[config.mk]
export PLATFORM = sky130hd
export DESIGN_NAME = ttce_front
export DESIGN_NICKNAME = d
export VERILOG_FILES = /design/src/hdl/ttce_pkg.sv /design/src/hdl/ttce_front.sv
export SDC_FILE = /design/constraint.sdc
export NUM_CORES = 1
export LEC_CHECK = 0
export ABC_AREA = 1
export BUFFER_PORTS_ARGS = -buffer_cell sky130_fd_sc_hd__buf_2
export CAP_MARGIN = 20
export CORE_MARGIN = 2
export CORE_UTILIZATION = 47
export CTS_CLUSTER_DIAMETER = 40
export DETAILED_ROUTE_END_ITERATION = 8
export GPL_TIMING_DRIVEN = 0
export PLACE_DENSITY = 0.75
export SLEW_MARGIN = 10
export SYNTH_ARGS = -nofsm -noshare
export SYNTH_HDL_FRONTEND = slang
export SYNTH_SLANG_ARGS = --single-unit
export TNS_END_PERCENT = 1
[constraint.sdc]
create_clock -name clock -period 2.34 [get_ports clock]
set_clock_uncertainty 0.2 [all_clocks]
set_input_delay 0.117 -clock clock [delete_from_list [all_inputs] [get_ports clock]]
set_output_delay 0.117 -clock clock [all_outputs]
set_load 0.1 [all_outputs]
[src/hdl/ttce_pkg.sv]
package ttce_pkg;

   // fixed field widths of the transaction payloads
   localparam int CHAR_W      = 8;
   localparam int ROW_FIELD_W = 5;
   localparam int COL_FIELD_W = 7;

   // control bytes
   localparam logic [CHAR_W-1:0] CH_BEL   = 8'd7;
   localparam logic [CHAR_W-1:0] CH_BS    = 8'd8;
   localparam logic [CHAR_W-1:0] CH_LF    = 8'd10;
   localparam logic [CHAR_W-1:0] CH_CR    = 8'd13;
   localparam logic [CHAR_W-1:0] CH_SPACE = 8'd32;

   // configuration register indexes
   localparam int CSR_IDX_W = 1;
   localparam logic [CSR_IDX_W-1:0] CSR_NEWLINE_ON_CR = 1'd0;
   localparam logic [CSR_IDX_W-1:0] CSR_AUTO_WRAP     = 1'd1;

   // depth of the command and result queues
   localparam int QDEPTH  = 2;
   localparam int QPTR_W  = $clog2(QDEPTH);
   localparam int QCNT_W  = $clog2(QDEPTH + 1);

   typedef struct packed {
      logic                   mode;
      logic [CHAR_W-1:0]      char_code;
      logic [ROW_FIELD_W-1:0] read_row;
      logic [COL_FIELD_W-1:0] read_col;
   } req_type;

   typedef struct packed {
      logic [CHAR_W-1:0]      read_char;
      logic                   wrote_cell;
      logic [ROW_FIELD_W-1:0] write_row;
      logic [COL_FIELD_W-1:0] write_col;
      logic                   bell;
      logic [1:0]             scroll_count;
      logic [ROW_FIELD_W-1:0] cursor_row;
      logic [COL_FIELD_W-1:0] cursor_col;
   } rsp_type;

   typedef enum logic [2:0] {
      OP_READ,
      OP_BELL,
      OP_BS,
      OP_CR,
      OP_LF,
      OP_CHAR
   } op_type;

   typedef struct packed {
      op_type                 op;
      logic [CHAR_W-1:0]      char_code;
      logic [ROW_FIELD_W-1:0] read_row;
      logic [COL_FIELD_W-1:0] read_col;
   } cmd_type;

   typedef struct packed {
      logic newline_on_cr;
      logic auto_wrap;
   } cfg_type;

   typedef enum logic [2:0] {
      ST_INIT,
      ST_IDLE,
      ST_LF,
      ST_SCROLL,
      ST_EMIT
   } back_state_type;

endpackage

[src/hdl/ttce_front.sv]
module ttce_front (
   input  logic              clock,
   input  logic              reset,
   input  logic              push,
   output logic              full,
   input  ttce_pkg::req_type req_data,
   input  logic              init_busy,
   output logic              cmd_valid,
   output ttce_pkg::cmd_type cmd_data,
   input  logic              cmd_pop
);

   localparam int QPTR_W = ttce_pkg::QPTR_W;
   localparam int QCNT_W = ttce_pkg::QCNT_W;

   ttce_pkg::cmd_type   q_ff [ttce_pkg::QDEPTH];
   logic [QPTR_W-1:0]   wp_ff, wp_in;
   logic [QPTR_W-1:0]   rp_ff, rp_in;
   logic [QCNT_W-1:0]   cnt_ff, cnt_in;
   ttce_pkg::cmd_type   cmd_new;
   logic                q_full;
   logic                accept;
   logic                take;

   // classify the incoming byte
   always_comb begin
      cmd_new.char_code = req_data.char_code;
      cmd_new.read_row  = req_data.read_row;
      cmd_new.read_col  = req_data.read_col;
      if (req_data.mode) begin
         cmd_new.op = ttce_pkg::OP_READ;
      end else begin
         case (req_data.char_code)
            ttce_pkg::CH_BEL: cmd_new.op = ttce_pkg::OP_BELL;
            ttce_pkg::CH_BS:  cmd_new.op = ttce_pkg::OP_BS;
            ttce_pkg::CH_CR:  cmd_new.op = ttce_pkg::OP_CR;
            ttce_pkg::CH_LF:  cmd_new.op = ttce_pkg::OP_LF;
            default:          cmd_new.op = ttce_pkg::OP_CHAR;
         endcase
      end
   end

   // command queue control
   assign q_full    = (cnt_ff == QCNT_W'(ttce_pkg::QDEPTH));
   assign full      = q_full | init_busy;
   assign accept    = push & ~full;
   assign cmd_valid = (cnt_ff != '0);
   assign take      = cmd_pop & cmd_valid;
   assign cmd_data  = q_ff[rp_ff];

   always_comb begin
      wp_in  = accept ? wp_ff + QPTR_W'(1) : wp_ff;
      rp_in  = take ? rp_ff + QPTR_W'(1) : rp_ff;
      cnt_in = cnt_ff;
      if (accept && !take) begin
         cnt_in = cnt_ff + QCNT_W'(1);
      end else if (take && !accept) begin
         cnt_in = cnt_ff - QCNT_W'(1);
      end
   end

   always_ff @(posedge clock) begin
      if (reset) begin
         wp_ff  <= '0;
         rp_ff  <= '0;
         cnt_ff <= '0;
      end else begin
         wp_ff  <= wp_in;
         rp_ff  <= rp_in;
         cnt_ff <= cnt_in;
      end
   end

   // queue storage
   always_ff @(posedge clock) begin
      if (accept) begin
         q_ff[wp_ff] <= cmd_new;
      end
   end

endmodule

==> run_results.csv <==
group,metric,value,unit
run_status,status,"completed",
yosys,synth-xor-area-share,0,%
cts,clock_latency,0.30,ns
global_routing,grt_max_degree,24,
yosys,ys_ff_latch,51,
cells_and_area,layout_common_cells,"buf_2 (50), edfxtp_1 (46), nand2_1 (26), dlygate4sd3_1 (24), mux2_2 (23)",
cells_and_area,post-route-util,63.1,%
routing,antenna_left,0,
placement,port_buffers,50,
cts,cts_made_buffers,5,
floorplanning,die_w,70.1,um
setup_path,crit_path_max_incr_delay,0.57,ns
yosys,synthAdderAreaFrac,0.609,%
floorplanning,die_h,70.1,um
sta,max_slew_margin,36.2,%
setup_path,worstSetupStartpoint,"cnt_ff[0]",
global_routing,grt_pass1_vias,1302,
yosys,synthesis.area,2050,sq um
setup_path,r2r-end,"q_ff[0][6]",
floorplanning,row_count,24,
yosys,synth_compound_gate_area_share,0.975,%
routing,vias,1340,
floorplanning,coreArea,4290,sq um
cells_and_area,finalNonFillerCells,281,
sta,rsz0062_at_grt,"no",
setup_path,required,2.15,ns
setup_path,cp-end-kind,"register",
sta,worstMarginPinSlew,0.956,ns
yosys,synth_top_family_by_area,"multiplexers",
setup_path,crit_end,"q_ff[0][6]",
cells_and_area,antennaDiodeCount,0,
floorplanning,initial_core_util,47.8,%
setup_path,ff2ff_path_depth,5,
cells_and_area,area_growth,32.0,%
cts,ctsLongestPathBuffers,2,
yosys,yosys.area_share.simple,9.08,%
placement,dpl.cell_count,249,
global_routing,grt_usage,15.6,%
cts,cts_setup_buffers,0,
routing,avgViaCountPerCell,4.77,
sta,setup_viol,0,
cts,htreeDepth,2,
global_routing,grt_overflow,0,
routing,wl_per_cell,12.8,um
floorplanning,io_pins,51,
global_routing,grt_pass1_wl,5690,um
power_and_ir_drop,vdd.ir_drop.worst,0.685,mV
sta,whs,0.164,ns
cts,clkSlewWorstSetupHoldPaths,0.08,ns
power_and_ir_drop,p_leak,1.12,nW
cts,clock_sinks,51,
cells_and_area,n_fill_cell,339,
cts,cts.repair.resized,0,
routing,drc,0,
yosys,ys_types,13,
sta,fin_crit_sh,83.2,%
setup_path,rr_startpoint,"cnt_ff[0]",
yosys,synth_warnings,0,
setup_path,worst-setup-path-type,"reg -> reg",
placement,dp_hpwl,2310,um
yosys,synth_mux_area_share,12.6,%
routing,wl,3610,um
yosys,synth_cells,146,
cells_and_area,layout.cells.most_common,"buf_2",
cts,cts_root_buf,"clkbuf_8",
min_path,holdCritPathClass,"in -> reg",
sta,hold_violations,0,
setup_path,reg2reg_slack,0.39,ns
cts,postCtsHoldBufs,24,
setup_path,start_kind,"register",
placement,routabilityCongestion,0.783,
routing,firstDrtPassIters,4,
cells_and_area,drive_gt1_share,36.2,%
flow_run,maxCapViolCount,0,
global_routing,antenna_found_initial,0,
cells_and_area,nets,255,
setup_path,crit_fanout,12,
floorplanning,dieArea,4910,sq um
cts,cts_tree,"done",
yosys,syn_nets,173,
routing,drtIter0Drc,80,
sta,fmax,514,MHz
sta,drv_slew,0,
setup_path,arrival,1.76,ns
setup_path,slowest_stage,"nor2_2",
yosys,synth-seq-area-share,72.2,%
min_path,min_from,"push",
power_and_ir_drop,powerDensity,939,nW/um^2
sta,fin_crit,1.95,ns
yosys,synth_area_per_cell,14.1,sq um
setup_path,worstPathCellList,"inv_1 -> nand2_1 -> nand3_1 -> nor2_2 -> buf_8",
cell usage after synthesis:
cell type   n  area (sq um)
edfxtp_1   46          1380
nand2_1    26          97.6
mux2_2     23           259
inv_1      19          71.3
nor2_1     12          45.0
dfxtp_1     5           100
nand3_1     4          20.0
a21oi_1     3          15.0
nand4_1     3          18.8
buf_6       2          22.5
ha_1        1          12.5
nor3_1      1          5.00
o21ai_0     1          5.00
area by class of cell:
cell class              count  area (sq um)  share of cell area (%)
plain buffers               2          22.5                   0.831
clock buffers               5          68.8                    2.54
clock inverters             3          15.0                   0.554
inverters                  19          71.3                    2.63
multi-input cells          74           480                    17.7
flip-flops and latches     51          1480                    54.7
well taps                  52          65.1                    2.40
repair buffers             75           505                    18.7
per-stage QoR:
step	power, mW	instance area (sq um)	setup TNS, ns	setup slack [ns]
after floorplan	1.91	2050	0	0.174
after global placement	2.05	2370	-11.22	-0.489
after detailed placement	2.06	2390	0	0.355
after CTS	2.57	2710	0	0.344
after global routing	2.65	2710	0	0.274
final	2.55	2710	0	0.393
logic make-up after synthesis:
| logic type | count (synthesis) |
|---|---|
| buffers and inverters | 21 |
| adders and majority gates | 1 |
| DFF | 51 |
| AOI/OAI and AO/OA | 4 |
| and+or+nand+nor | 46 |
| muxes | 23 |
worst max-delay path, delay by kind of cell (launching register included):
| family | cells | cell delay, ns |
|---|---|---|
| buffers and inverters | 2 | 0.32 |
| flip-flops | 1 | 0.34 |
| AND/OR/NAND/NOR | 3 | 0.80 |
power by group:
part / internal [mW] / leakage (nW) / switching, mW
clock network: 0.203 / 0.0392 / 0.272
registers: 1.06 / 0.464 / 0.0264
logic: 0.219 / 0.613 / 0.761
state kept, by name, indices dropped and copies added, names as in the netlist, named ones only:
name / flops
q_ff: 46
rp_ff: 1
wp_ff: 1
cnt_ff: 2
how the worst min path moves through the flow:
stage / to / slack (ns) / cells past startpoint
detailed placement: wp_ff / 0.10 / 2
global route: cnt_ff[0] / 0.19 / 5
finish: cnt_ff[0] / 0.16 / 5
floorplan: wp_ff / -0.01 / 1
CTS: cnt_ff[0] / 0.15 / 5
global placement: wp_ff / 0.09 / 2
layer usage:
layer | vias to the layer above | track usage (%) | wire, um
met4 | 0 | 6.84 | 66
met1 | 626 | 16.6 | 1500
met2 | 37 | 27.7 | 1840
li1 | 672 | - | -
met3 | 5 | 5.34 | 198
met5 | - | 0 | 0
No activity file was read; power rests on OpenSTA's default activity.
